### src/hdl/rsh_pkg.sv
package rsh_pkg;

  localparam int HIST_DEPTH = 16;
  localparam int HIST_IDX_W = $clog2(HIST_DEPTH);
  localparam int HIST_CNT_W = $clog2(HIST_DEPTH + 1);
  localparam int SEQ_W      = 32;
  localparam int SIZE_W     = 5;

  localparam logic [SIZE_W-1:0] SIZE_RESET = SIZE_W'(16);

  typedef enum logic [1:0] {
    VERDICT_ACCEPT    = 2'd0,
    VERDICT_DUPLICATE = 2'd1,
    VERDICT_TOO_OLD   = 2'd2
  } verdict_t;

  typedef enum logic [1:0] {
    ST_IDLE,
    ST_SCAN,
    ST_DECIDE
  } state_t;

  // size register clamped to 1..HIST_DEPTH
  function automatic logic [HIST_CNT_W-1:0] eff_size(input logic [SIZE_W-1:0] size);
    logic [HIST_CNT_W-1:0] s;
    if (size == '0) begin
      s = HIST_CNT_W'(1);
    end else if (32'(size) > HIST_DEPTH) begin
      s = HIST_CNT_W'(HIST_DEPTH);
    end else begin
      s = HIST_CNT_W'(size);
    end
    return s;
  endfunction

endpackage

### src/hdl/rsh_hist_mem.sv
module rsh_hist_mem #(
  parameter int DEPTH = 16,
  parameter int WIDTH = 32,
  parameter int ADDR_W = $clog2(DEPTH)
) (
  input  logic              clk,
  input  logic              we,
  input  logic [ADDR_W-1:0] waddr,
  input  logic [WIDTH-1:0]  wdata,
  input  logic              re,
  input  logic [ADDR_W-1:0] raddr,
  output logic [WIDTH-1:0]  rdata
);

  logic [WIDTH-1:0] mem [DEPTH];
  logic [WIDTH-1:0] rdata_r;

  always_ff @(posedge clk) begin
    if (we) begin
      mem[waddr] <= wdata;
    end
  end

  always_ff @(posedge clk) begin
    if (re) begin
      rdata_r <= mem[raddr];
    end
  end

  assign rdata = rdata_r;

endmodule

### src/hdl/replay_sequence_history_check.sv
// Anti-replay check on received sequence numbers. Each word on the in_ channel
// yields one verdict word on the out_ channel: accepted, duplicate, or (with a full
// history) older than the smallest number held. The history lives in a 16 x 32
// single-read-port RAM; an item scans the filled entries one per cycle (duplicate
// match and running minimum), then commits at most one write. From acceptance to a
// loaded verdict an item goes through one RAM read per filled entry, the registered
// read data and the decide state. A new word is taken only when the previous one
// has committed; the output register lets it enter while the last verdict is still
// waiting. cfg_wr_data sets the history size (0 acts as 1, above 16 acts as 16);
// write it only while the block is idle.
module replay_sequence_history_check
  import rsh_pkg::*;
(
  input  logic                 clk,
  input  logic                 rst_n,
  input  logic                 in_valid,
  output logic                 in_ready,
  input  logic [SEQ_W-1:0]     in_sequence_number,
  output logic                 out_valid,
  input  logic                 out_ready,
  output logic [1:0]           out_verdict,
  input  logic                 cfg_wr_en,
  input  logic [SIZE_W-1:0]    cfg_wr_data
);

  state_t state_r, state_nxt;

  logic [SIZE_W-1:0]     size_r;
  logic [HIST_CNT_W-1:0] fill_r;
  logic [SEQ_W-1:0]      seq_r;
  logic [HIST_CNT_W-1:0] issue_cnt_r;
  logic                  pend_r;
  logic [HIST_IDX_W-1:0] pend_idx_r;
  logic                  dup_r;
  logic [SEQ_W-1:0]      min_r;
  logic [HIST_IDX_W-1:0] slot_r;
  logic                  out_valid_r;
  verdict_t              out_verdict_r;

  logic                  in_acc;
  logic                  out_free;
  logic                  rd_en;
  logic                  commit;
  logic                  scan_done;
  logic [SEQ_W-1:0]      rd_data;
  logic                  append;
  verdict_t              verdict;
  logic                  mem_we;
  logic [HIST_IDX_W-1:0] mem_waddr;

  assign in_acc   = in_valid && in_ready;
  assign out_free = !out_valid_r || out_ready;
  assign scan_done = (issue_cnt_r == fill_r) && !pend_r;

  rsh_hist_mem #(
    .DEPTH (HIST_DEPTH),
    .WIDTH (SEQ_W)
  ) u_mem (
    .clk   (clk),
    .we    (mem_we),
    .waddr (mem_waddr),
    .wdata (seq_r),
    .re    (rd_en),
    .raddr (issue_cnt_r[HIST_IDX_W-1:0]),
    .rdata (rd_data)
  );

  // next state
  always_comb begin
    state_nxt = state_r;
    unique case (state_r)
      ST_IDLE:   if (in_valid) state_nxt = ST_SCAN;
      ST_SCAN:   if (scan_done) state_nxt = ST_DECIDE;
      ST_DECIDE: if (out_free) state_nxt = ST_IDLE;
      default:   state_nxt = ST_IDLE;
    endcase
  end

  // control outputs
  always_comb begin
    in_ready = 1'b0;
    rd_en    = 1'b0;
    commit   = 1'b0;
    unique case (state_r)
      ST_IDLE:   in_ready = 1'b1;
      ST_SCAN:   rd_en = (issue_cnt_r < fill_r);
      ST_DECIDE: commit = out_free;
      default:   ;
    endcase
  end

  // verdict; min_r only matters in full mode where fill_r >= 1
  always_comb begin
    append = !dup_r && (fill_r < eff_size(size_r));
    priority if (dup_r) begin
      verdict = VERDICT_DUPLICATE;
    end else if (append) begin
      verdict = VERDICT_ACCEPT;
    end else if (seq_r < min_r) begin
      verdict = VERDICT_TOO_OLD;
    end else begin
      verdict = VERDICT_ACCEPT;
    end
    mem_we    = commit && (verdict == VERDICT_ACCEPT);
    mem_waddr = append ? fill_r[HIST_IDX_W-1:0] : slot_r;
  end

  always_ff @(posedge clk) begin
    if (!rst_n) begin
      state_r     <= ST_IDLE;
      size_r      <= SIZE_RESET;
      fill_r      <= '0;
      pend_r      <= 1'b0;
      out_valid_r <= 1'b0;
    end else begin
      state_r <= state_nxt;
      pend_r  <= rd_en;
      if (cfg_wr_en) begin
        size_r <= cfg_wr_data;
      end
      if (commit && append) begin
        fill_r <= fill_r + HIST_CNT_W'(1);
      end
      if (commit) begin
        out_valid_r <= 1'b1;
      end else if (out_ready) begin
        out_valid_r <= 1'b0;
      end
    end
  end

  // scan datapath
  always_ff @(posedge clk) begin
    if (in_acc) begin
      seq_r       <= in_sequence_number;
      issue_cnt_r <= '0;
      dup_r       <= 1'b0;
      min_r       <= '1;
      slot_r      <= '0;
    end else begin
      if (rd_en) begin
        issue_cnt_r <= issue_cnt_r + HIST_CNT_W'(1);
      end
      if (pend_r) begin
        if (rd_data == seq_r) begin
          dup_r <= 1'b1;
        end
        // <= keeps the highest index on ties
        if (rd_data <= min_r) begin
          min_r  <= rd_data;
          slot_r <= pend_idx_r;
        end
      end
    end
    pend_idx_r <= issue_cnt_r[HIST_IDX_W-1:0];
    if (commit) begin
      out_verdict_r <= verdict;
    end
  end

  assign out_valid   = out_valid_r;
  assign out_verdict = out_verdict_r;

  a_fill_bound: assert property (@(posedge clk) disable iff (!rst_n)
    32'(fill_r) <= HIST_DEPTH)
    else $error("fill count beyond history depth");

  a_fill_step: assert property (@(posedge clk) disable iff (!rst_n)
    $past(rst_n) && (fill_r != $past(fill_r)) |-> fill_r == $past(fill_r) + HIST_CNT_W'(1))
    else $error("fill count moved by other than one");

  a_verdict_code: assert property (@(posedge clk) disable iff (!rst_n)
    out_valid |-> out_verdict != 2'd3)
    else $error("illegal verdict code");

  a_no_read_on_write: assert property (@(posedge clk) disable iff (!rst_n)
    !(mem_we && rd_en))
    else $error("history read and write overlap");

  a_out_load: assert property (@(posedge clk) disable iff (!rst_n)
    $rose(out_valid) |-> $past(state_r == ST_DECIDE))
    else $error("verdict loaded outside decide");

endmodule

### config.mk
export PLATFORM = sky130hd
export DESIGN_NAME = replay_sequence_history_check
export DESIGN_NICKNAME = d
export VERILOG_FILES = /design/src/hdl/rsh_pkg.sv /design/src/hdl/rsh_hist_mem.sv /design/src/hdl/replay_sequence_history_check.sv
export SDC_FILE = /design/constraint.sdc
export NUM_CORES = 1
export LEC_CHECK = 0
export BUFFER_PORTS_ARGS = -buffer_cell sky130_fd_sc_hd__buf_4
export CAP_MARGIN = 10
export CORE_MARGIN = 1.5
export CORE_UTILIZATION = 46
export DETAILED_ROUTE_END_ITERATION = 8
export PLACE_DENSITY = 0.7
export SLEW_MARGIN = 20
export SYNTH_ARGS = -nofsm -noshare
export SYNTH_HDL_FRONTEND = slang
export SYNTH_HIERARCHICAL = 1
export SYNTH_SLANG_ARGS = --single-unit
export TNS_END_PERCENT = 10
### constraint.sdc
create_clock -name clk -period 4.5 [get_ports clk]
set_clock_uncertainty 0.05 [all_clocks]
set_input_delay 0.675 -clock clk [delete_from_list [all_inputs] [get_ports clk]]
set_output_delay 0.675 -clock clk [all_outputs]
set_load 0.05 [all_outputs]
==> run_results.csv, run 1 <==
group,metric,value,unit
worst_setup_path,cp_slowest_cell,"edfxtp_1",
job,maxCapViolations,0,
worst_hold_path,worstHoldStart,"in_sequence_number[29]",
synth,ys_seq_elements,638,
synth,synth_fp_nets,1504,
global_routing,use_met2,32.77,%
die,die_area,57350,um^2
route,drc,0,
clock_tree,cts_tree,"done",
synth,yosysWarnings,6,
worst_setup_path,crit_type,"flip-flop to flip-flop",
sta,slew_violations,0,
die,die_w,239.5,um
sta,fmax,0.2671,GHz
route,num_vias,13330,
global_routing,grt.overflow.total,0,
global_routing,gr-usage-all-layers,21.51,%
worst_setup_path,cpMostUsedCell,"nand4_1",
route,vias_per_cell,5.787,
worst_setup_path,startpoint,"seq_r[18]",
route,ant_nets,0,
synth,synth_edf_count,578,
clock_tree,cts_resized,0,
route,wl_per_cell,25.98,um
worst_hold_path,hp-class,"input port to flip-flop",
worst_setup_path,end_kind,"flip-flop",
worst_setup_path,cp_max_fo,32,
clock_tree,clock_latency,0.61,ns
sta,hold_viol,0,
global_routing,antenna_found_initial,0,
sta,rsz0062_at_grt,"false",
worst_setup_path,r2r_start,"seq_r[18]",
synth,synth_most_common_cell,"edfxtp_1",
synth,synth.largest_area_cell,"edfxtp_1",
synth,synth.top_cells.by_area,"edfxtp_1 (67%), mux4_2 (11%), dfxtp_1 (4.7%)",
clock_tree,clockBufferDepth,3,
sta,holdWs,0.1910,ns
clock_tree,h-tree-depth,3,
clock_tree,clk_pin_slew,0.06,ns
sta,fin_setup_tns,0,ns
route,drt_first_pass_iters,5,
global_routing,grt_max_degree,133,
synth,postSynthAreaPerCell,18.53,um^2
worst_setup_path,crit_path_start_kind,"flip-flop",
synth,synthTopCellsByCount,"edfxtp_1 (578), mux4_2 (128), nor2_1 (90)",
cells_and_area,antenna_cells,0,
worst_setup_path,r2r-end,"u_mem/mem[0][29]",
power_and_ir_drop,p_per_area,429.7,nW/um^2
sta,slew_headroom,21.45,%
cells_and_area,multiInputGateArea,6828,um^2
cells_and_area,fin_nets,1621,
synth,ys_types,56,
cells_and_area,drive_gt1_share,23.20,%
die,coreArea,55200,um^2
sta,fin_crit,3.744,ns
die,rows,86,
global_routing,grt_pass1_vias,13770,
sta,setup_viol,0,
placement,dp_hpwl,37160,um
clock_tree,cts_setup_buffers,0,
synth,syn_inst,1388,
power_and_ir_drop,power.total,12680,uW
cells_and_area,fillers,4250,
clock_tree,cts_sinks,638,
cells_and_area,seq_area,18570,um^2
worst_setup_path,cp.required,4.68,ns
die,num_io_pins,46,
die,initial_utilization,46.60,%
clock_tree,ctsHoldBuffers,0,
synth,synth-seq-area-share,72.15,%
synth,syn-cell-area,25720,um^2
cells_and_area,areaGrowthSynthToFinish,14.73,%
clock_tree,cts_root_buf,"clkbuf_16",
sta,finalCritPeriodShare,83.19,%
route,wirelength,59870,um
power_and_ir_drop,cellLeakagePower,0.01020,uW
synth,synthFlopType,"edfxtp_1",
global_routing,grt_pass1_wl,88740,um
run_status,status,"finished clean",
worst_setup_path,reg2reg_depth,10,
synth,async_reset_ff_share,0,%
worst_setup_path,worstSetupEndpoint,"u_mem/mem[0][29]",
worst_setup_path,crit_arrival,3.92,ns
worst_setup_path,cpPeakStageDelay,0.67,ns
placement,gp_congestion,0.9544,
clock_tree,cts_buffers,67,
placement,portBuffers,45,
global_routing,use_met3,5.382,%
worst_setup_path,reg2reg_slack,0.76,ns
die,die_h,239.5,um
power_and_ir_drop,peakVddDrop,0.0002479,V
synth,synth_top_area_share,67.48,%
route,first_iter_violations,1196,
global_routing,use_met1,30.26,%
global_routing,top_usage_layer,"met2",
worst_setup_path,crit_chain,"ha_1, nand4_1, nor2_1, nand2_1, nand4b_1, nand4_1, a22o_1, or3b_2, nor3_4, buf_4",
sta,max_slew.worst_pin.slew,1.176,ns
-- logic make-up after synthesis --
kind of cell             after synthesis  synth area share (%)
flip-flops                           638                 72.15
buffers and inverters                 99                 1.902
AND/OR/NAND/NOR                      233                 4.427
adder cells (fa/ha/maj)               74                 3.600
XOR/XNOR                              37                 1.260
AO/OA/AOI/OAI                        133                 3.663
multiplexers                         174                 13.00
-- worst max-delay path: cells and delay by family (launching register included) --
family	cells	cell delay (ns)
compound gates	1	0.24
fa+ha+maj	1	0.44
buf+inv	1	0.48
flops	1	0.67
simple gates	7	1.46
-- area by class of cell --
cell class / instances / area share [%]
timing repair buffer: 106 / 3.036
multi-input combinational: 651 / 23.14
tap: 748 / 3.171
inverter: 41 / 0.5300
clock inverter: 37 / 1.187
clock buffer: 83 / 6.029
sequential: 638 / 62.91
-- where the power goes --
group	internal (uW)	leakage [uW]	switching (uW)
Combinational	241	0.00346	402
Sequential	6580	0.00570	69.0
Clock	3160	0.00104	2230
-- worst min path at each step --
stage | to | cells after the start | slack [ns]
after floorplan | pend_idx_r[1] | 0 | 0.35
after global placement | slot_r[1] | 2 | 0.37
after global routing | seq_r[27] | 1 | 0.18
after detailed placement | slot_r[0] | 2 | 0.39
final | seq_r[29] | 1 | 0.19
after CTS | seq_r[29] | 1 | 0.16
-- layer usage --
| metal | routed length, um | vias up |
|---|---|---|
| li1 | - | 5790 |
| met1 | 25420 | 6889 |
| met2 | 27430 | 570 |
| met3 | 5392 | 85 |
| met4 | 1625 | 0 |
| met5 | 0 | - |
-- per-stage QoR --
stage               utilization [%]  setup slack (ns)  instances  instance area, um^2
floorplan                         -          -0.08720       1388                25730
global placement              49.60            0.8309       2184                27380
detailed placement            49.60            0.8018       2184                27380
CTS                           53.46            0.7616       2304                29510
global route                  53.46            0.5486       2304                29510
finish                        53.46            0.7564       2304                29510
-- layout by cell type, fill, tap and decap left out, types with 4 or more instances in the layout --
master | synthesis | final
edfxtp_1 | 578 | 578
ha_1 | 74 | 74
dfxtp_1 | 60 | 58
nor2_1 | 90 | 77
nand2_1 | 60 | 60
a21oi_1 | 18 | 17
nor2_4 | 0 | 13
nand2b_1 | 8 | 8
mux2i_1 | 45 | 45
a21o_1 | 13 | 13
buf_4 | 11 | 98
nand4_1 | 19 | 19
a211oi_1 | 6 | 6
clkinv_1 | 0 | 17
a22oi_1 | 64 | 64
bufinv_16 | 0 | 6
nor2b_1 | 11 | 9
clkinv_2 | 0 | 8
xnor2_1 | 30 | 30
nand3_1 | 10 | 10
inv_1 | 40 | 40
nor3_1 | 8 | 4
o21ai_0 | 13 | 13
clkbuf_16 | 0 | 69
clkbuf_1 | 28 | 14
nor3_2 | 1 | 4
nor4_1 | 6 | 6
xor2_1 | 7 | 7
buf_12 | 3 | 8
mux4_2 | 128 | 128
-- state kept, by name (all words and copies together) (netlist names), 2 cells and up --
name and cells:
fill_r 5, issue_cnt_r 5, min_r 32, out_verdict 2
pend_idx_r 4, seq_r 32, size_r 5, slot_r 4
state_r 2, u_mem/mem 512, u_mem/rdata 32
No activity file was read; power rests on OpenSTA's default activity.
==> run 2: changes to the inputs <==
--- a/config.mk
+++ b/config.mk
@@ -5,6 +5,7 @@
 export SDC_FILE = /design/constraint.sdc
 export NUM_CORES = 1
 export LEC_CHECK = 0
+export ABC_AREA = 1
 export BUFFER_PORTS_ARGS = -buffer_cell sky130_fd_sc_hd__buf_4
 export CAP_MARGIN = 10
 export CORE_MARGIN = 1.5
==> constraint.sdc (replaced) <==
create_clock -name clk -period 3.03 [get_ports clk]
set_clock_uncertainty 0.05 [all_clocks]
set_input_delay 0.4545 -clock clk [delete_from_list [all_inputs] [get_ports clk]]
set_output_delay 0.4545 -clock clk [all_outputs]
set_load 0.05 [all_outputs]
==> run_results.csv, run 2 <==
group,metric,value,unit
cells_and_area,largest_reg_flops,512,
clock_tree,clock_latency,0.61,ns
placement,portBuffers,45,
synth,ys_seq_elements,638,
cells_and_area,seq_area,18570,um^2
synth,synth_fp_nets,2891,
cells_and_area,regMostFlops,"u_mem/mem",
worst_setup_path,cpPeakStageDelay,0.43,ns
worst_setup_path,r2r-end,"u_mem/mem[14][12]",
sta,slew_headroom,39.43,%
sta,finalCritPeriodShare,97.14,%
worst_setup_path,cp_slowest_cell,"edfxtp_1",
sta,fin_crit,2.943,ns
synth,synthFlopType,"edfxtp_1",
power_and_ir_drop,p_per_area,565.8,nW/um^2
clock_tree,h-tree-depth,3,
cells_and_area,fin_nets,3007,
route,wl_per_cell,20.41,um
synth,syn-cell-area,28820,um^2
cells_and_area,multiInputGateArea,7873,um^2
worst_setup_path,reg2reg_slack,0.09,ns
placement,dpl-instance-area,30700,um^2
worst_setup_path,cp_max_fo,6,
sta,slew_violations,0,
route,vias_per_cell,5.303,
worst_setup_path,cp.required,3.27,ns
cells_and_area,final_util,53.50,%
cells_and_area,areaGrowthSynthToFinish,14.77,%
worst_setup_path,crit_type,"flip-flop to flip-flop",
clock_tree,clockBufferDepth,3,
die,rows,91,
synth,synth_top_area_share,60.22,%
cells_and_area,drive_gt1_share,12.32,%
die,coreArea,61830,um^2
die,die_h,253.3,um
placement,gp_congestion,0.8921,
route,num_vias,20030,
clock_tree,cts_buffers,67,
global_routing,grt_max_degree,126,
worst_setup_path,crit_chain,"ha_4, nand2_1, inv_1, nand3_1, or2_4, nor4_4, o21ai_1, a21oi_1, buf_4, nand3_2, buf_6, nor2_4, buf_12, clkbuf_16",
route,wirelength,77070,um
worst_setup_path,reg2reg_depth,14,
worst_hold_path,hold_depth,1,
synth,ys_types,41,
synth,yosysWarnings,6,
worst_setup_path,path_depth,14,
cells_and_area,final_common_cell,"nand2_1",
synth,synth.top_cells.by_area,"edfxtp_1 (60%), nand2_1 (10%), nand3_1 (7.5%)",
cells_and_area,final_cell_mix,"nand2_1 (765), edfxtp_1 (578), inv_1 (456), nand3_1 (432), buf_4 (112)",
worst_hold_path,worstHoldStart,"in_sequence_number[8]",
clock_tree,cts_sinks,638,
cells_and_area,fillers,5169,
worst_setup_path,end_kind,"flip-flop",
route,drt_first_pass_iters,6,
synth,synth_most_common_cell,"nand2_1",
run_status,status,"finished clean",
placement,dp_hpwl,48910,um
worst_hold_path,hp-class,"input port to flip-flop",
die,initial_utilization,46.62,%
sta,fmax,0.3398,GHz
cells_and_area,final_area,33080,um^2
power_and_ir_drop,cellLeakagePower,0.01414,uW
die,num_io_pins,46,
sta,setup_viol,0,
global_routing,antenna_found_initial,1,
worst_hold_path,holdPathEnd,"seq_r[8]",
synth,synthTopCellsByCount,"nand2_1 (772), edfxtp_1 (578), inv_1 (459)",
synth,syn_inst,2775,
worst_setup_path,cp_top_family,"simple AND/OR/NAND/NOR gates",
worst_setup_path,r2r_start,"seq_r[31]",
clock_tree,cts_root_buf,"clkbuf_16",
global_routing,grt_pass1_wl,115400,um
worst_setup_path,crit_buf_inv,5,
clock_tree,clk_pin_slew,0.06,ns
job,maxCapViolations,0,
sta,rsz0062_at_grt,"false",
route,ant_nets,0,
route,drc,0,
power_and_ir_drop,peakVddDrop,0.0005265,V
synth,synth.largest_area_cell,"edfxtp_1",
global_routing,grt.overflow.total,0,
worst_setup_path,crit_path_start_kind,"flip-flop",
synth,async_reset_ff_share,0,%
sta,hold_viol,0,
synth,postSynthAreaPerCell,10.39,um^2
worst_setup_path,crit_arrival,3.19,ns
sta,max_slew.worst_pin.slew,0.9086,ns
synth,synth_edf_count,578,
global_routing,grt_pass1_vias,19670,
global_routing,gr-usage-all-layers,24.04,%
die,die_w,253.3,um
synth,synth-seq-area-share,64.39,%
route,first_iter_violations,2103,
die,die_area,64170,um^2
clock_tree,cts_tree,"done",
==> run 2: changes by cell type after synthesis, moves of 30 or more <==
cell / previous run / this run
nand2_1: 60 / 772
nand3_1: 10 / 433
inv_1: 40 / 459
mux4_2: 128 / 0
a22oi_1: 64 / 0
mux2i_1: 45 / 0
buf_2: 4 / 43
nand3_2: 0 / 36
nand2_2: 0 / 31
xnor2_1: 30 / 0
==> run 2: through the flow <==
step                worst slack (ns)  total power (uW)  hold slack, ns  setup TNS (ns)  std cells
detailed placement          -0.05919             11150          0.4041          -9.031       3635
floorplan                    -0.3190             10660          0.3370         -153.82       2775
finish                       0.08679             18710         0.02567               0       3777
global placement            -0.02746             11120          0.3996         -0.7106       3635
CTS                          0.03883             18770        0.002488               0       3765
global route                0.005139             19230       0.0006731               0       3775
==> run 2: worst max path at each step <==
stage,end,from
detailed placement,u_mem/mem[3][15],size_r[4]
finish,u_mem/mem[14][12],seq_r[31]
global placement,u_mem/mem[1][5],size_r[4]
CTS,u_mem/mem[1][7],size_r[4]
global route,u_mem/mem[14][29],size_r[4]
floorplan,u_mem/mem[12][0],seq_r[31]
==> run 2: cells by family after synthesis <==
logic type                 share of synthesized area, %
adders and majority gates                         3.212
DFF                                               64.39
AOI/OAI and AO/OA                                 1.567
xor gates and xnor gates                         0.9724
buffers and inverters                             8.925
and+or+nand+nor                                   20.94
==> run 2: repair_timing <==
item	CTS	global route
gates resized for setup	3	23
hold endpoints to repair	14	0
cloned	0	4
pin swaps	0	8
buffers inserted	0	6
setup endpoints to repair	303	499
hold buffers	14	0
==> run 2: cell type report <==
| class | instances | area share, % |
|---|---|---|
| multi-input combinational | 1550 | 23.80 |
| sequential | 638 | 56.14 |
| timing repair buffer | 169 | 5.519 |
| clock inverter | 32 | 0.6128 |
| inverter | 465 | 5.299 |
| clock buffer | 84 | 5.450 |
| tap | 837 | 3.166 |
| antenna | 2 | 0.01513 |
==> run 2: per-layer routing <==
metal	GRT usage, %	wire [um]
met5	0	0
met4	11.10	3983
met3	3.392	5526
met2	40.62	37160
met1	30.60	30400
==> run 2: power breakdown <==
group          total [uW]  leakage (uW)  switching, uW  internal, uW
registers            9790       0.00571           58.0          9730
logic                1220       0.00746            864           359
clock network        7700      0.000982           3330          4370
==> run 2: worst register-to-register path, delay by kind of cell, from the launching register on <==
kind	cells	cell delay (ns)
flip-flops	1	0.43
AO/OA/AOI/OAI	2	0.28
buffers and inverters	5	0.74
AND/OR/NAND/NOR	6	0.85
adder cells (fa/ha/maj)	1	0.30
